==> config.mk <==
export PLATFORM = sky130hd
export DESIGN_NAME = http2_settings_frame_parser
export DESIGN_NICKNAME = d
export VERILOG_FILES = /design/src/rtl/h2s_pkg.sv /design/src/rtl/http2_settings_frame_parser.sv /design/src/rtl/h2s_hdr_check.sv
export SDC_FILE = /design/constraint.sdc
export NUM_CORES = 1
export LEC_CHECK = 0
export ABC_AREA = 1
export BUFFER_PORTS_ARGS = -buffer_cell sky130_fd_sc_hd__buf_2
export CAP_MARGIN = 0
export CORE_MARGIN = 5
export CORE_UTILIZATION = 35
export CTS_CLUSTER_DIAMETER = 50
export DETAILED_ROUTE_END_ITERATION = 8
export PLACE_DENSITY = 0.56
export SLEW_MARGIN = 20
export SYNTH_ARGS = -nofsm -noshare
export SYNTH_HDL_FRONTEND = slang
export SYNTH_SLANG_ARGS = --single-unit
==> constraint.sdc <==
create_clock -name clk_i -period 19 [get_ports clk_i]
set_clock_uncertainty 0.1 [all_clocks]
set_input_delay 3.8 -clock clk_i [delete_from_list [all_inputs] [get_ports clk_i]]
set_output_delay 3.8 -clock clk_i [all_outputs]
set_load 0.005 [all_outputs]
==> src/rtl/h2s_pkg.sv <==
`timescale 1ns / 1ps
`default_nettype none

package h2s_pkg;

  // Kind of request on the input channel.
  typedef enum logic {
    CMD_HEADER = 1'b0,
    CMD_BYTE   = 1'b1
  } h2s_cmd_e;

  // Status reported with each result.
  typedef enum logic [2:0] {
    ST_APPLIED    = 3'd0,
    ST_ACK        = 3'd1,
    ST_FRAME_SIZE = 3'd2,
    ST_PROTOCOL   = 3'd3,
    ST_CLOSED     = 3'd4
  } h2s_status_e;

  // Frame progress: waiting for a header, collecting entries, or dropping bytes.
  typedef enum logic [1:0] {
    PH_IDLE    = 2'd0,
    PH_PAYLOAD = 2'd1,
    PH_DISCARD = 2'd2
  } h2s_phase_e;

  // Setting identifiers carried in each entry.
  localparam logic [15:0] ID_TABLE_SIZE  = 16'd1;
  localparam logic [15:0] ID_ENABLE_PUSH = 16'd2;
  localparam logic [15:0] ID_STREAMS     = 16'd3;
  localparam logic [15:0] ID_WINDOW      = 16'd4;
  localparam logic [15:0] ID_FRAME_SIZE  = 16'd5;
  localparam logic [15:0] ID_LIST_SIZE   = 16'd6;

  // Protocol defaults loaded at reset.
  localparam logic [31:0] DefTableSize = 32'd4096;
  localparam logic        DefPush      = 1'b1;
  localparam logic [31:0] DefStreams   = 32'd2147483647;
  localparam logic [31:0] DefWindow    = 32'd65535;
  localparam logic [31:0] DefFrameSize = 32'd16384;
  localparam logic [31:0] DefListSize  = 32'd2147483647;

  // One entry is six bytes; the position counter counts 0 to EntryLastPos.
  localparam int unsigned EntryBytes   = 6;
  localparam logic [2:0]  EntryLastPos = 3'(EntryBytes - 1);

  typedef struct packed {
    h2s_cmd_e    command;
    logic        ack_flag;
    logic [30:0] strm_ident;
    logic [23:0] payload_length;
    logic        conn_closed;
    logic [7:0]  data_byte;
  } h2s_in_req_t;

  typedef struct packed {
    h2s_status_e status;
    logic [31:0] peer_hdr_tbl_sz;
    logic        push_allowed;
    logic [31:0] stream_limit;
    logic [31:0] start_window;
    logic [31:0] frame_limit;
    logic [31:0] hdr_list_limit;
    logic        decoder_table_reset;
    logic        encoder_table_reset;
  } h2s_out_req_t;

  // Verdict of the header checks.
  typedef struct packed {
    logic        emit;
    h2s_status_e status;
    logic        dec_reset;
    logic        enc_reset;
    h2s_phase_e  phase;
  } h2s_hdr_res_t;

endpackage

`default_nettype wire

==> src/rtl/http2_settings_frame_parser.sv <==
`timescale 1ns / 1ps
`default_nettype none
// A request is held in the input register; any result it yields then goes to
// the result register. Throughput: one request per cycle, header or payload
// byte; input stall rises only while a result is held back.
// Reset loads the protocol defaults into the six settings and returns the
// frame tracker to idle; no clearing pass is needed.

module http2_settings_frame_parser (
  input  wire                   clk_i,
  input  wire                   rst_ni,
  input  wire                   in_valid_i,
  output logic                  in_stall_o,
  input  h2s_pkg::h2s_in_req_t  in_req_i,
  output logic                  out_valid_o,
  input  wire                   out_stall_i,
  output h2s_pkg::h2s_out_req_t out_req_o
);
  import h2s_pkg::*;

  // Input stage.
  h2s_in_req_t item_q;
  logic        item_vld_q;
  logic        advance;
  logic        in_accept;

  // Result stage.
  h2s_out_req_t out_q, res;
  logic         out_vld_q;
  logic         res_vld;

  // Settings and frame tracking state.
  logic [31:0] table_size_q, table_size_d;
  logic        push_q, push_d;
  logic [31:0] streams_q, streams_d;
  logic [31:0] window_q, window_d;
  logic [31:0] frame_size_q, frame_size_d;
  logic [31:0] list_size_q, list_size_d;
  logic [23:0] bytes_left_q, bytes_left_d;
  logic [39:0] entry_shift_q, entry_shift_d;
  logic [2:0]  entry_pos_q, entry_pos_d;
  h2s_phase_e  phase_q, phase_d;

  logic [47:0]  shift_nx;
  logic [23:0]  left_nx;
  logic         bad_push;
  h2s_hdr_res_t hdr_res;

  h2s_hdr_check u_hdr_check (
    .req_i (item_q),
    .res_o (hdr_res)
  );

  // The input register moves on when the result register is free or drained.
  assign advance    = item_vld_q && (!out_vld_q || !out_stall_i);
  assign in_stall_o = item_vld_q && !advance;
  assign in_accept  = in_valid_i && !in_stall_o;

  always_ff @(posedge clk_i or negedge rst_ni) begin
    if (!rst_ni) begin
      item_vld_q <= 1'b0;
    end else if (in_accept) begin
      item_vld_q <= 1'b1;
    end else if (advance) begin
      item_vld_q <= 1'b0;
    end
  end

  always_ff @(posedge clk_i) begin
    if (in_accept) begin
      item_q <= in_req_i;
    end
  end

  // Process the held request against the current state.
  always_comb begin
    table_size_d  = table_size_q;
    push_d        = push_q;
    streams_d     = streams_q;
    window_d      = window_q;
    frame_size_d  = frame_size_q;
    list_size_d   = list_size_q;
    bytes_left_d  = bytes_left_q;
    entry_shift_d = entry_shift_q;
    entry_pos_d   = entry_pos_q;
    phase_d       = phase_q;
    res_vld       = 1'b0;
    bad_push      = 1'b0;
    res.status              = ST_APPLIED;
    res.decoder_table_reset = 1'b0;
    res.encoder_table_reset = 1'b0;

    shift_nx = {entry_shift_q, item_q.data_byte};
    left_nx  = (bytes_left_q != '0) ? (bytes_left_q - 24'd1) : '0;

    if (advance) begin
      if (item_q.command == CMD_HEADER) begin
        entry_shift_d = '0;
        entry_pos_d   = '0;
        bytes_left_d  = item_q.payload_length;
        phase_d       = hdr_res.phase;
        res_vld       = hdr_res.emit;
        res.status              = hdr_res.status;
        res.decoder_table_reset = hdr_res.dec_reset;
        res.encoder_table_reset = hdr_res.enc_reset;
      end else begin
        case (phase_q)
          PH_IDLE: begin
            bytes_left_d = bytes_left_q;
          end
          PH_PAYLOAD: begin
            bytes_left_d = left_nx;
            if (entry_pos_q == EntryLastPos) begin
              // A complete entry: apply it to its setting.
              entry_pos_d   = '0;
              entry_shift_d = '0;
              case (shift_nx[47:32])
                ID_TABLE_SIZE: table_size_d = shift_nx[31:0];
                ID_ENABLE_PUSH: begin
                  if (shift_nx[31:1] != '0) begin
                    bad_push = 1'b1;
                  end else begin
                    push_d = shift_nx[0];
                  end
                end
                ID_STREAMS:    streams_d    = shift_nx[31:0];
                ID_WINDOW:     window_d     = shift_nx[31:0];
                ID_FRAME_SIZE: frame_size_d = shift_nx[31:0];
                ID_LIST_SIZE:  list_size_d  = shift_nx[31:0];
                default:       table_size_d = table_size_q;
              endcase
              if (bad_push) begin
                phase_d    = (left_nx == '0) ? PH_IDLE : PH_DISCARD;
                res_vld    = 1'b1;
                res.status = ST_PROTOCOL;
              end else if (left_nx == '0) begin
                phase_d                 = PH_IDLE;
                res_vld                 = 1'b1;
                res.decoder_table_reset = 1'b1;
              end
            end else begin
              entry_shift_d = shift_nx[39:0];
              entry_pos_d   = entry_pos_q + 3'd1;
            end
          end
          default: begin
            // Dropping the rest of a rejected frame.
            bytes_left_d = left_nx;
            if (left_nx == '0) begin
              phase_d = PH_IDLE;
            end
          end
        endcase
      end
    end

    res.peer_hdr_tbl_sz = table_size_d;
    res.push_allowed    = push_d;
    res.stream_limit    = streams_d;
    res.start_window    = window_d;
    res.frame_limit     = frame_size_d;
    res.hdr_list_limit  = list_size_d;
  end

  // Settings and control state.
  always_ff @(posedge clk_i or negedge rst_ni) begin
    if (!rst_ni) begin
      table_size_q <= DefTableSize;
      push_q       <= DefPush;
      streams_q    <= DefStreams;
      window_q     <= DefWindow;
      frame_size_q <= DefFrameSize;
      list_size_q  <= DefListSize;
      bytes_left_q <= '0;
      entry_pos_q  <= '0;
      phase_q      <= PH_IDLE;
    end else begin
      table_size_q <= table_size_d;
      push_q       <= push_d;
      streams_q    <= streams_d;
      window_q     <= window_d;
      frame_size_q <= frame_size_d;
      list_size_q  <= list_size_d;
      bytes_left_q <= bytes_left_d;
      entry_pos_q  <= entry_pos_d;
      phase_q      <= phase_d;
    end
  end

  // Entry assembly register; a header always clears it before use.
  always_ff @(posedge clk_i) begin
    entry_shift_q <= entry_shift_d;
  end

  // Result register.
  always_ff @(posedge clk_i or negedge rst_ni) begin
    if (!rst_ni) begin
      out_vld_q <= 1'b0;
    end else if (advance) begin
      out_vld_q <= res_vld;
    end else if (out_vld_q && !out_stall_i) begin
      out_vld_q <= 1'b0;
    end
  end

  always_ff @(posedge clk_i) begin
    if (advance && res_vld) begin
      out_q <= res;
    end
  end

  assign out_valid_o = out_vld_q;
  assign out_req_o   = out_q;

endmodule

`default_nettype wire

==> src/rtl/h2s_hdr_check.sv <==
`timescale 1ns / 1ps
`default_nettype none

module h2s_hdr_check (
  input  h2s_pkg::h2s_in_req_t  req_i,
  output h2s_pkg::h2s_hdr_res_t res_o
);
  import h2s_pkg::*;

  // Residue modulo 3 of a 4-bit value.
  function automatic logic [1:0] mod3_nib(input logic [3:0] v);
    logic [1:0] r;
    case (v)
      4'd0, 4'd3, 4'd6, 4'd9, 4'd12, 4'd15: r = 2'd0;
      4'd1, 4'd4, 4'd7, 4'd10, 4'd13:       r = 2'd1;
      default:                              r = 2'd2;
    endcase
    return r;
  endfunction

  localparam int unsigned NumNibbles = 6;

  logic [3:0] res_sum;
  logic       len_mult6;

  // Since 16 is 1 modulo 3, the residues of the six nibbles add up to the
  // residue of the whole length. Even and divisible by 3 means divisible by 6.
  always_comb begin
    res_sum = '0;
    for (int i = 0; i < NumNibbles; i++) begin
      res_sum = res_sum + {2'b00, mod3_nib(req_i.payload_length[4*i +: 4])};
    end
    len_mult6 = !req_i.payload_length[0] && (mod3_nib(res_sum) == 2'd0);
  end

  // Header checks in priority order.
  always_comb begin
    res_o.emit      = 1'b1;
    res_o.status    = ST_APPLIED;
    res_o.dec_reset = 1'b0;
    res_o.enc_reset = 1'b0;
    res_o.phase     = PH_DISCARD;
    if (req_i.conn_closed) begin
      res_o.status = ST_CLOSED;
    end else if (req_i.ack_flag) begin
      if (req_i.payload_length != '0) begin
        res_o.status = ST_FRAME_SIZE;
      end else begin
        res_o.status    = ST_ACK;
        res_o.enc_reset = 1'b1;
        res_o.phase     = PH_IDLE;
      end
    end else if (req_i.strm_ident != '0) begin
      res_o.status = ST_PROTOCOL;
    end else if (!len_mult6) begin
      res_o.status = ST_FRAME_SIZE;
    end else if (req_i.payload_length == '0) begin
      res_o.dec_reset = 1'b1;
      res_o.phase     = PH_IDLE;
    end else begin
      res_o.emit  = 1'b0;
      res_o.phase = PH_PAYLOAD;
    end
  end

endmodule

`default_nettype wire

# Yosys cells after proc, flatten, opt, wreduce, memory -nomap -nowiden

Memory sizes are Yosys's and may differ from the RTL's. A register that Yosys moved wholly into a read port is not among the register bits.
Cells that the tools add are included.

Add/sub/neg operators: 7
Eq/ne operators: 11
Bitwise logic cells: 2
Reduce and logical (&&, ||, !) cells: 26
Muxes and demuxes: 95

Operators with widths:

| cell                    | number |
|---|---|
| $mux W32                | 25 |
| $mux W40                | 2 |
| $mux W24                | 3 |
| $reduce_bool A31 Y1     | 2 |
| $eq A16 B3 Y1 const B   | 3 |
| $logic_not A24 Y1       | 2 |
| $reduce_bool A24 Y1     | 2 |
| $mux W1                 | 36 |
| $eq A16 B2 Y1 const B   | 2 |
| $mux W4                 | 7 |
| $mux W2                 | 13 |
| $mux W3                 | 8 |
| $sub A24 B1 Y24 const B | 1 |
| $add A4 B2 Y4           | 4 |
| $eq A16 B1 Y1 const B   | 1 |
| $logic_and A1 B1 Y1     | 6 |
| $logic_not A1 Y1        | 5 |
| $logic_not A2 Y1        | 2 |
| $pmux W2 S2             | 1 |
| $reduce_and A2 Y1       | 2 |
| $reduce_bool A2 Y1      | 2 |
| $reduce_or A4 Y1        | 1 |
| $add A2 B2 Y3           | 1 |
| $add A3 B1 Y3 const B   | 1 |
| other kinds (8)         | 9 |

Bits in read-only memories: 224
Word-level logic and storage cells: 175
Register bits after elaboration: 464
Input bits: 70
Memories kept: 7

Memory list:

| memory           | words | bits a word | rd ports | clocked after Yosys merged registers in | write ports | line                | RTL |
|---|---|---|---|---|---|---|---|
| (name not given) | 16    | 2           | 1        | 1                                       | 0           | h2s_hdr_check.sv:13 | `case (v)` |
| (name not given) | 16    | 2           | 1        | 1                                       | 0           | h2s_hdr_check.sv:13 |  |
| (name not given) | 16    | 2           | 1        | 1                                       | 0           | h2s_hdr_check.sv:13 |  |
| (name not given) | 16    | 2           | 1        | 1                                       | 0           | h2s_hdr_check.sv:13 |  |
| (name not given) | 16    | 2           | 1        | 1                                       | 0           | h2s_hdr_check.sv:13 |  |
| (name not given) | 16    | 2           | 1        | 1                                       | 0           | h2s_hdr_check.sv:13 |  |
| +1 memories      | --    | --          | --       | --                                      | --          | --                  |  |

# Longest topological paths before layout

Gate-level depths: netlist of run 1.
An unclocked memory read counts as a cell.

Depth after elaboration: 15
Gate-level depth with buffers: 20
Mapped depth without buffers: 20

# Cells and area by module

Synthesis of run 1 repeated with hierarchy kept, for this count alone.

Cells, all modules: 1,602
Area total of the unflattened synthesis: 18,597.8 um^2

Modules (own cells, without submodules):

| module                      | cells an instance | area an instance (um^2) | times used | sequential area each (um^2) |
|---|---|---|---|---|
| http2_settings_frame_parser | 1,391             | 17,325.4                | 1          | 13,073.8 |
| h2s_hdr_check               | 211               | 1,272.5                 | 1          | 0.0 |

# Worst setup path before layout of run 1

Ideal clock, no wire load.

Path type: input -> register
Start: input port out_stall_i
End: register out_q (netlist bit out_req_o[0]), enable pin
Arrival time: 7.401 ns
Data required time: 18.381 ns
Slack: 10.980 ns
Cell stages on the path: 5
Library setup time: 0.519 ns
Path buffers: 0
Path through: nand2_1 -> nand2_1 -> nor2_1 -> nand2_1 -> inv_1

Longest elaborated chain between the ends: 5

Ends and longest elaborated chain:

| element                 | line                               | RTL |
|---|---|---|
| start: declaration      | http2_settings_frame_parser.sv:16  | `input wire out_stall_i,` |
| $logic_not A1 Y1 (*)    | http2_settings_frame_parser.sv:55  | `assign advance = item_vld_q && (!out_vld_q \|\| !out_stall_i);` |
| $logic_or A1 B1 Y1 (*)  | http2_settings_frame_parser.sv:55  |  |
| $logic_and A1 B1 Y1 (*) | http2_settings_frame_parser.sv:55  |  |
| $mux W1                 | http2_settings_frame_parser.sv:96  | `if (advance) begin` |
| $logic_and A1 B1 Y1 (*) | http2_settings_frame_parser.sv:207 | `if (advance && res_vld) begin` |
| end signal: assignment  | http2_settings_frame_parser.sv:208 | `out_q <= res;` |
| end: declaration        | http2_settings_frame_parser.sv:28  | `h2s_out_req_t out_q, res;` |

Every way passes the cells marked *; elsewhere a longest branch is shown, timed or not.
A chain may end at the register's enable or synchronous reset.

# Worst setup path in the final report of run 1

Start: input port out_stall_i
End: output port in_stall_o

Longest elaborated chain between the ends: 5

Ends and longest elaborated chain:

| element             | line                              | RTL |
|---|---|---|
| $logic_not A1 Y1    | http2_settings_frame_parser.sv:55 |  |
| $logic_or A1 B1 Y1  | http2_settings_frame_parser.sv:55 |  |
| $logic_and A1 B1 Y1 | http2_settings_frame_parser.sv:55 |  |
| $logic_not A1 Y1    | http2_settings_frame_parser.sv:56 | `assign in_stall_o = item_vld_q && !advance;` |
| $logic_and A1 B1 Y1 | http2_settings_frame_parser.sv:56 |  |
| end: declaration    | http2_settings_frame_parser.sv:13 | `output logic in_stall_o,` |

No other way between the ends.

==> reports/results.tsv, run 1 <==
stage	metric	value	unit
detailed_routing	via count	11900	
synth	register area share after synthesis	70.1	%
timing	RSZ-0062 raised after global routing	false	
setup_path	CP max stage cell	nor2_1	
detailed_routing	Avg WL per Cell	17.6	um
global_routing	gr usage total	15.4	%
clock_network	CTS max path bufs	3	
detailed_routing	drt initial violations	791	
synth	syn nets	1667	
detailed_routing	DR pass1 iterations	5	
clock_network	clock slew at reported path FFs	0.05	ns
detailed_routing	Max Used Layer	met4	
detailed_routing	routed length on met2	21000	um
finish	Design Area, Final	22800	um^2
floorplanning	Die Area	59000	um^2
synth	Synth cell types	38	
finish	P&R area growth vs syn	19.9	%
floorplanning	Die Wd	243	um
setup_path	worst path required time	15.10	ns
setup_path	CP Capture Type	output pin	
clock_network	H-tree levels	2	
detailed_routing	final WL	45400	um
timing	fin crit share	42.9	%
finish	share of post-route cells with drive strength above 1	23.9	%
detailed_routing	Detail Route Antenna Nets	0	
setup_path	Top delay family on crit path	simple AND/OR/NAND/NOR gates	
clock_network	latest clock arrival within the worst-skew pair	0.60	ns
global_routing	global-route wire length before repair	72100	um
timing	Final Max Slew Viols	0	
timing	relative slew slack	29.1	%
setup_path	type of origin of the critical path	input port	
synth	Post-Syn Area per Cell	12.1	um^2
timing	Setup Viol. Count Final	0	
setup_path	Crit path largest cell delay	0.15	ns
synth	synthesized area	19000	um^2
floorplanning	Initial Util	35.3	%
clock_network	# hold bufs at CTS	0	
synth	Mapped Cells	1570	
setup_path	Crit path top cell by count	buf_2	
run	Max Cap Viol	0	
global_routing	largest net degree at the start of global routing	93	
pwr	Static Leak	11.0	nW
placed_design	placed cell areas	21000	um^2
clock_network	Root Driver	clkbuf_16	
floorplanning	die height	243	um
finish	Fill cells	5074	
timing	Highest Clock Rate	0.123	GHz
clock_network	Post CTS Setup Buffer Count	0	
finish	antenna cells	0	
setup_path	CP max FO	3	
clock_network	CTS sink count	476	
finish	fin nets	1928	
global_routing	total gr overflow	0	
placed_design	GPL Wtd Cong	0.833	
clock_network	Post-CTS Resized	0	
clock_network	cts bufs inserted	57	
synth	Yosys warning count	0	
timing	Slew @ Worst Pin	1.06	ns
detailed_routing	Metal-1 WL	20500	um
setup_path	r2r setup slk	13.22	ns
floorplanning	FP Rows	85	
floorplanning	Core ar.	53800	um^2
placed_design	HPWL Detailed	30400	um
synth	Yosys reg bits	476	
hold_path	min-delay worst type	reg2reg	
placed_design	Port Buffers	237	
detailed_routing	detailed-route DRC error count	0	
clock_network	clock tree from TritonCTS	built	
detailed_routing	average vias per placed instance	4.63	
setup_path	CP cell instances	buf_2, nand2_1, nor2_1, buf_2	
run_status	status	finished clean	
floorplanning	Ports	238	
timing	Total Negative Setup Slacks	0	ns
pwr	pwr dens	120	nW/um^2
timing	Tmin final	8.15	ns
detailed_routing	metal3 WL	3030	um
pwr	worst vdd ir	0.0705	mV
timing	final hold vios	0	
setup_path	crit path kind	in2out	
setup_path	Worst EP arrival	4.25	ns
setup_path	Buf/Inv on CP	2	
global_routing	initial antenna violation count	0	
global_routing	vias in the first global route	12400	
-- sequential cells by signal, indices dropped and copies added (netlist names), 2 cells and up, named ones only --
register / cells
frame_size_q: 32
streams_q: 32
entry_pos_q: 3
bytes_left_q: 24
list_size_q: 32
out_req_o: 166
window_q: 32
entry_shift_q: 40
table_size_q: 32
phase_q: 2
item_q: 66
-- metrics by stage --
| step | instances | power, W | hold slack, ns | util (%) | setup WS, ns |
|---|---|---|---|---|---|
| floorplan | 1570 | 0.00156 | 0.344 | - | 10.98 |
| global placement | 2468 | 0.00170 | 0.357 | 39.0 | 10.87 |
| detailed placement | 2468 | 0.00171 | 0.366 | 39.0 | 10.86 |
| CTS | 2575 | 0.00277 | 0.381 | 42.3 | 10.85 |
| global route | 2575 | 0.00289 | 0.395 | 42.3 | 10.81 |
| finish | 2575 | 0.00272 | 0.375 | 42.3 | 10.85 |
-- cells in the final DEF, fill, tap and decap left out, types with 17 or more instances in the layout --
cell type / count
a21oi_1: 53
buf_2: 236
clkbuf_1: 17
clkbuf_16: 57
dfrtp_1: 111
dfstp_2: 81
edfxtp_1: 272
ha_1: 20
inv_1: 261
mux2i_1: 99
nand2_1: 184
nand3_1: 47
nor2_1: 153
o21ai_0: 112
-- synth_stat cells --
cell / instances / area [um^2]
inv_1: 264 / 991
dfrtp_1: 111 / 2780
nor3_1: 7 / 35.0
o21ai_0: 112 / 561
buf_1: 2 / 7.51
buf_2: 20 / 100
a22oi_1: 3 / 22.5
nand3_4: 1 / 17.5
buf_4: 2 / 15.0
buf_6: 2 / 22.5
dfstp_2: 81 / 2130
nand2_2: 4 / 25.0
and3_1: 1 / 6.26
ha_1: 20 / 250
clkbuf_1: 19 / 71.3
nand3b_1: 2 / 15.0
or2_2: 4 / 25.0
o22ai_1: 11 / 68.8
nand3_1: 51 / 255
and2_1: 1 / 6.26
a31oi_1: 1 / 6.26
xor2_1: 5 / 43.8
o21a_1: 2 / 15.0
edfxtp_1: 272 / 8170
nand4_1: 14 / 87.6
o211ai_1: 16 / 120
o32ai_1: 1 / 8.76
mux2i_1: 99 / 991
nor2_1: 153 / 574
fa_1: 7 / 140
nor2_2: 10 / 62.6
nor4_1: 16 / 100
dfxtp_1: 12 / 240
nand3_2: 4 / 40.0
a21oi_1: 53 / 265
nor2_4: 1 / 11.3
nor3_2: 1 / 10.0
nand2_1: 185 / 694
-- worst register-to-register path: cells and delay by family (launching register included) --
kind	cells	cell delay, ns
adder cells (fa/ha/maj)	6	2.46
buffers and inverters	6	1.74
AND/OR/NAND/NOR	5	0.57
flip-flops	1	0.30
AO/OA/AOI/OAI	1	0.10
-- cell families (layout without fill, tap and decap cells) --
group           count (synthesis)  in the layout  synth area share, %
compound gates                199            199                 5.62
xor+xnor                        5              5                0.231
fa+ha+maj                      27             27                 2.06
buf+inv                       309            618                 6.36
flops                         476            476                 70.1
mux                            99             99                 5.22
simple gates                  455            455                 10.4
-- layer usage --
layer  up-vias  GRT usage [%]
met4         0           3.92
met2       307           24.7
met3        66           4.22
li1       5773              -
met1      5789           20.8
met5         -              0
-- where the power goes --
part           switching [W]  leakage [nW]  internal (W)  total, W
logic               0.000285          5.06      0.000150  0.000435
registers          0.0000654          5.06       0.00119   0.00125
clock network       0.000436         0.884      0.000599   0.00103
-- layout make-up --
class	instances	area [um^2]	share of cell area, %
Clock inverter	31	278	1.22
Inverter	264	996	4.38
Clock buffer	76	1520	6.67
Multi-Input combinational cell	785	4510	19.8
Sequential cell	476	13300	58.5
Tap cell	696	871	3.83
Timing Repair Buffer	247	1270	5.58
-- path summary, 6_finish.rpt --
kind / start / endpoint / cells past startpoint
max in group asynchronous: rst_ni / table_size_q[14]$_DFF_PN0_ / 2
max: out_stall_i / in_stall_o / 4
max reg2reg: flop / out_req_o[145]$_DFFE_PP_ / 18
min reg2reg: frame_size_q[8]$_DFF_PN0_ / frame_size_q[8]$_DFF_PN0_ / 2
min in group asynchronous: rst_ni / table_size_q[25]$_DFF_PN0_ / 1
min: frame_size_q[8]$_DFF_PN0_ / frame_size_q[8]$_DFF_PN0_ / 2
(Power assumes the default switching activity.)
==> inputs of run 2 (changes only) <==
--- a/config.mk
+++ b/config.mk
@@ -5,7 +5,7 @@
 export SDC_FILE = /design/constraint.sdc
 export NUM_CORES = 1
 export LEC_CHECK = 0
-export ABC_AREA = 1
+export ABC_AREA = 0
 export BUFFER_PORTS_ARGS = -buffer_cell sky130_fd_sc_hd__buf_2
 export CAP_MARGIN = 0
 export CORE_MARGIN = 5
==> constraint.sdc (replaced) <==
create_clock -name clk_i -period 7.78 [get_ports clk_i]
set_clock_uncertainty 0.1 [all_clocks]
set_input_delay 1.556 -clock clk_i [delete_from_list [all_inputs] [get_ports clk_i]]
set_output_delay 1.556 -clock clk_i [all_outputs]
set_load 0.005 [all_outputs]
==> run 2 against run 1 <==
  * Register-to-register slack lost 11 ns
  * Highest routed layer is now met5
  * Total power grew 130%
  * Wire length shrank 4.7%
  * Cell count shrank 15%
  * Sequential cell count is the same
  * Critical path type is now reg2reg
  * Global-route usage shrank 0.44 points
  * Clock power grew to 2.7 times the previous value
  * Synthesized cell count shrank 25%
  * Worst setup slack lost 8.7 ns
==> reports/results.tsv, run 2 <==
stage	metric	value	unit
run_status	status	finished clean	
detailed_routing	DR pass1 iterations	6	
synth	Yosys reg bits	476	
setup_path	r2r setup slk	2.12	ns
finish	P&R area growth vs syn	22.4	%
placed_design	HPWL Detailed	28700	um
floorplanning	Core ar.	52300	um^2
placed_design	GPL Wtd Cong	0.869	
synth	compound-cell area share of the yosys netlist	4.30	%
setup_path	Crit path largest cell delay	0.87	ns
pwr	cell-internal power	0.00479	W
detailed_routing	via count	10700	
hold_path	Worst Hold Launch	table_size_q[28]$_DFF_PN0_	
floorplanning	Die Area	57400	um^2
setup_path	Buf/Inv on CP	5	
global_routing	total gr overflow	0	
global_routing	largest net degree at the start of global routing	102	
finish	commonest non-fill, non-tap cell in the layout	edfxtp_1	
global_routing	vias in the first global route	11000	
pwr	switching part of the total	24.6	%
synth	cell with the most instances after synthesis	edfxtp_1	
clock_network	# hold bufs at CTS	0	
floorplanning	Ports	238	
clock_network	clock tree from TritonCTS	built	
synth	asr flop ratio synth	40.3	%
synth	Post-synth top cells	272 x edfxtp_1, 162 x mux2_2, 111 x dfrtp_1	
timing	Setup Viol. Count Final	0	
clock_network	cts bufs inserted	57	
synth	Mapped Cells	1171	
pwr	Flop pwr share	45.7	%
timing	Final Max Slew Viols	0	
setup_path	Top delay family on crit path	adder cells	
finish	commonest cells after routing, fill and taps aside	272 x edfxtp_1, 236 x buf_2, 162 x mux2_2, 111 x dfrtp_1, 81 x dfstp_2	
synth	Post-Syn Area per Cell	15.7	um^2
pwr	Static Leak	9.66	nW
synth	Post-synth EDFFs	272	
timing	final hold vios	0	
setup_path	crit path kind	reg2reg	
finish	max reg flops	166	
synth	Yosys warning count	0	
placed_design	Port Buffers	237	
finish	antenna cells	0	
synth	simple-gate portion of the synthesized area	8.19	%
clock_network	clock slew at reported path FFs	0.06	ns
floorplanning	FP Rows	84	
setup_path	CP max stage cell	nor2_4	
finish	fin util	43.1	%
setup_path	Critical R2R Capture	out_req_o[115]$_DFFE_PP_	
detailed_routing	Avg WL per Cell	19.9	um
synth	post-synthesis mux area share	11.2	%
pwr	clock share of power	44.6	%
synth	share of Yosys cell area claimed by the top area cell type	44.3	%
hold_path	Hold Path Depth	1	
clock_network	Post-CTS Resized	0	
clock_network	CTS max path bufs	3	
global_routing	initial antenna violation count	2	
finish	fin nets	1540	
finish	share of post-route cells with drive strength above 1	41.0	%
detailed_routing	final WL	43300	um
setup_path	worst path required time	7.95	ns
synth	area leader, netlist	edfxtp_1	
pwr	NetSw	0.00156	W
synth	Post-synth top flop	edfxtp_1	
run	Max Cap Viol	0	
pwr	worst vdd ir	0.164	mV
synth	register area share after synthesis	72.2	%
floorplanning	Die Wd	240	um
timing	RSZ-0062 raised after global routing	false	
setup_path	CP cell instances	ha_1, fa_1, inv_1, fa_1, inv_1, fa_1, inv_1, fa_1, inv_1, ha_1, nand3b_1, a211oi_1, nor3_1, nand3b_1, o311ai_0, nor2_4, buf_4	
synth	syn nets	1268	
timing	fin crit share	72.8	%
finish	FF+latch area	13300	um^2
timing	Tmin final	5.66	ns
clock_network	H-tree levels	2	
floorplanning	die height	240	um
setup_path	CP max FO	27	
clock_network	latest clock arrival within the worst-skew pair	0.60	ns
synth	Adder-Cell Fraction of Synth Area	2.12	%
synth	Synth cell types	66	
timing	Slew @ Worst Pin	1.02	ns
synth	synth top area cells	edfxtp_1 44%, dfrtp_1 15%, dfstp_2 12%, mux2_2 9.9%, and2_1 1.4%	
pwr	pwr dens	281	nW/um^2
synth	post-synthesis xor/xnor area fraction	0.190	%
pwr	Gate power share	9.7	%
hold_path	Hold EP	table_size_q[28]$_DFF_PN0_	
global_routing	gr usage total	14.9	%
clock_network	Post CTS Setup Buffer Count	0	
setup_path	CP Capture Type	flop	
clock_network	Root Driver	clkbuf_16	
detailed_routing	drt initial violations	666	
timing	relative slew slack	31.8	%
pwr	overall power	0.00635	W
setup_path	cell count of the worst reg-to-reg path	17	
clock_network	CTS sink count	476	
synth	synthesized area	18400	um^2
finish	multi-input logic area	4840	um^2
finish	Fill cells	4744	
global_routing	global-route wire length before repair	66200	um
synth	main combinational cell family by area after synthesis	multiplexers	
detailed_routing	detailed-route DRC error count	0	
timing	Highest Clock Rate	0.177	GHz
setup_path	Worst EP arrival	5.83	ns
detailed_routing	average vias per placed instance	4.89	
timing	Total Negative Setup Slacks	0	ns
hold_path	min-delay worst type	reg2reg	
floorplanning	Initial Util	35.2	%
detailed_routing	Detail Route Antenna Nets	0	
setup_path	type of origin of the critical path	flop	
run 2: metrics by stage:
step                instances  worst slack (ns)  cell area (um^2)  hold slack (ns)
global route             2180              1.78             22600            0.409
finish                   2180              2.12             22600            0.391
floorplan                1171              1.13             18400            0.367
CTS                      2180              2.03             22600            0.396
detailed placement       2072              2.03             20500            0.381
global placement         2072              2.17             20500            0.376
run 2: cells by family after synthesis:
logic type                 after synthesis
buffers and inverters                   85
muxes                                  186
DFF                                    476
and+or+nand+nor                        273
AOI/OAI and AO/OA                      120
xor gates and xnor gates                 4
adders and majority gates               27
run 2: power groups by stage:
| stage | combinational (W) | clock [W] | sequential [W] |
|---|---|---|---|
| 2_1_floorplan | 0.000470 | 0 | 0.00289 |
| 5_1_grt | 0.000710 | 0.00304 | 0.00292 |
| 3_3_place_gp | 0.000587 | 0 | 0.00295 |
| 4_1_cts | 0.000620 | 0.00291 | 0.00290 |
| 6_report | 0.000619 | 0.00283 | 0.00290 |
| 3_5_place_dp | 0.000616 | 0 | 0.00295 |
run 2: area by class of cell:
type / instances / share of cell area [%]
Sequential cell: 476 / 59.0
Multi-Input combinational cell: 610 / 21.5
Clock buffer: 66 / 6.47
Timing Repair Buffer: 255 / 6.00
Tap cell: 688 / 3.81
Clock inverter: 42 / 2.57
Inverter: 43 / 0.715
run 2: how the worst max path moves through the flow:
stage                                  to  startpoint  depth (start not counted)
6_report         out_req_o[115]$_DFFE_PP_        flop                         17
5_1_grt           out_req_o[50]$_DFFE_PP_        flop                         17
4_1_cts           out_req_o[20]$_DFFE_PP_        flop                         17
3_5_place_dp     out_req_o[115]$_DFFE_PP_        flop                         17
3_3_place_gp     out_req_o[115]$_DFFE_PP_        flop                         17
2_1_floorplan  out_req_o[0]$_SDFFCE_PP0P_        flop                         16
run 2: per-layer routing:
metal / track usage, % / share of wire (%) / vias to the layer above
met5: 0 / 0.016 / -
met4: 4.08 / 2.4 / 2
met3: 4.34 / 6.7 / 74
met2: 23.7 / 47 / 273
met1: 20.2 / 44 / 5368
li1: - / - / 4935
==> inputs of run 3 (changes only) <==
--- a/config.mk
+++ b/config.mk
@@ -5,7 +5,7 @@
 export SDC_FILE = /design/constraint.sdc
 export NUM_CORES = 1
 export LEC_CHECK = 0
-export ABC_AREA = 0
+export ABC_AREA = 1
 export BUFFER_PORTS_ARGS = -buffer_cell sky130_fd_sc_hd__buf_2
 export CAP_MARGIN = 0
 export CORE_MARGIN = 5
==> constraint.sdc (replaced) <==
create_clock -name clk_i -period 5.8 [get_ports clk_i]
set_clock_uncertainty 0.1 [all_clocks]
set_input_delay 1.16 -clock clk_i [delete_from_list [all_inputs] [get_ports clk_i]]
set_output_delay 1.16 -clock clk_i [all_outputs]
set_load 0.005 [all_outputs]
==> run 3 against run 2 <==
  * Via count is 12% higher
  * First-iteration DRC count is 7.2% higher
  * Combinational power is 130% higher
  * Critical path depth is 1 higher
  * Sequential power is 41% higher
  * Design area is 1.8% higher
  * Critical path type unchanged
==> reports/results.tsv, run 3 (synthesis gave the netlist of run 1 again) <==
stage	metric	value	unit
floorplanning	Die Wd	243	um
setup_path	Critical R2R Capture	out_req_o[165]$_SDFFCE_PP0P_	
finish	fin util	42.7	%
timing	Tmin final	4.96	ns
placed_design	placed cell areas	21000	um^2
finish	max reg flops	166	
pwr	pwr dens	398	nW/um^2
clock_network	Post-CTS Resized	0	
detailed_routing	average vias per placed instance	4.64	
clock_network	Root Driver	clkbuf_16	
setup_path	Worst EP arrival	5.18	ns
timing	hold_ws	0.376	ns
clock_network	CTS sink count	476	
pwr	Static Leak	11.1	nW
timing	Setup Viol. Count Final	0	
floorplanning	Initial Util	35.3	%
setup_path	type of origin of the critical path	flop	
finish	commonest non-fill, non-tap cell in the layout	edfxtp_1	
setup_path	Top delay family on crit path	adder cells	
global_routing	initial antenna violation count	0	
setup_path	CP max FO	52	
finish	Design Area, Final	23000	um^2
global_routing	gr usage total	15.4	%
floorplanning	die height	243	um
detailed_routing	via count	12000	
global_routing	total gr overflow	0	
setup_path	CP cell instances	ha_2, fa_1, inv_1, fa_1, inv_1, fa_1, inv_1, fa_1, inv_1, ha_1, nand2_1, a21oi_1, nand3b_1, nor2_1, nor2_1, nand2_1, clkinvlp_4, buf_12	
global_routing	largest net degree at the start of global routing	116	
hold_path	Worst Hold Launch	table_size_q[3]$_DFF_PN0_	
global_routing	vias in the first global route	12200	
setup_path	CP Capture Type	flop	
timing	final hold vios	0	
detailed_routing	detailed-route DRC error count	0	
timing	relative slew slack	36.7	%
floorplanning	FP Rows	85	
global_routing	global-route wire length before repair	71900	um
setup_path	worst path required time	6.02	ns
pwr	worst vdd ir	0.358	mV
setup_path	crit path kind	reg2reg	
clock_network	cts bufs inserted	58	
run_status	status	finished clean	
floorplanning	Ports	238	
hold_path	Hold Path Depth	2	
setup_path	Buf/Inv on CP	6	
detailed_routing	drt initial violations	714	
finish	P&R area growth vs syn	21.0	%
clock_network	clock slew at reported path FFs	0.06	ns
timing	Slew @ Worst Pin	0.949	ns
placed_design	GPL Wtd Cong	0.822	
run	Max Cap Viol	0	
timing	fin crit share	85.5	%
finish	antenna cells	0	
clock_network	H-tree levels	2	
floorplanning	Core ar.	53800	um^2
detailed_routing	DR pass1 iterations	5	
pwr	overall power	0.00915	W
finish	fin nets	1931	
placed_design	Port Buffers	237	
detailed_routing	Detail Route Antenna Nets	0	
clock_network	latest clock arrival within the worst-skew pair	0.61	ns
finish	commonest cells after routing, fill and taps aside	272 x edfxtp_1, 261 x inv_1, 236 x buf_2, 184 x nand2_1, 153 x nor2_1	
timing	RSZ-0062 raised after global routing	false	
hold_path	min-delay worst type	reg2reg	
clock_network	# hold bufs at CTS	0	
setup_path	Crit path largest cell delay	0.51	ns
clock_network	Post CTS Setup Buffer Count	0	
finish	Fill cells	5019	
clock_network	clock tree from TritonCTS	built	
hold_path	Hold EP	table_size_q[3]$_DFF_PN0_	
detailed_routing	final WL	46200	um
placed_design	HPWL Detailed	31400	um
floorplanning	Die Area	59000	um^2
detailed_routing	Avg WL per Cell	17.9	um
timing	Total Negative Setup Slacks	0	ns
setup_path	cell count of the worst reg-to-reg path	18	
timing	Highest Clock Rate	0.202	GHz
timing	Final Max Slew Viols	0	
setup_path	r2r setup slk	0.84	ns
finish	share of post-route cells with drive strength above 1	24.6	%
setup_path	Critical Path Stages	18	
setup_path	CP max stage cell	fa_1	
clock_network	CTS max path bufs	3	
-- run 3: metal layers --
layer | global-route usage [%] | up-vias | routed length [um]
met2 | 24.3 | 295 | 21000
met3 | 3.99 | 68 | 2800
met1 | 21.4 | 5837 | 21500
li1 | - | 5779 | -
met5 | 0 | - | 0
met4 | 4.07 | 0 | 975
-- run 3: layout make-up --
class,instances,area [um^2],share of cell area [%]
Sequential cell,476,13300,58.0
Multi-Input combinational cell,785,4520,19.7
Clock buffer,71,1550,6.75
Timing Repair Buffer,249,1340,5.81
Inverter,264,995,4.33
Tap cell,696,871,3.79
Clock inverter,39,384,1.67
-- run 3: tightest hold or removal path: cells and delay by family, from the launching register on --
kind                   cells  cell delay (ns)
multiplexers               1             0.06
buffers and inverters      1             0.06
flip-flops                 1             0.32
-- run 3: worst max-delay path by stage --
stage	to	from
CTS	out_req_o[30]$_DFFE_PP_	flop
finish	out_req_o[165]$_SDFFCE_PP0P_	flop
global placement	out_req_o[15]$_DFFE_PP_	flop
detailed placement	out_req_o[13]$_DFFE_PP_	flop
global route	out_req_o[163]$_SDFFCE_PN0P_	flop
floorplan	out_req_o[0]$_SDFFCE_PP0P_	flop
-- run 3: power by group --
part	switching, W	internal [W]
Sequential	0.000217	0.00389
Combinational	0.000951	0.000502
Clock	0.00147	0.00212
-- run 3: metrics by stage --
stage	setup WS [ns]	std cells
2_1_floorplan	-0.570	1570
3_3_place_gp	0.963	2470
3_5_place_dp	0.820	2470
4_1_cts	0.803	2580
5_1_grt	0.505	2580
6_report	0.841	2580
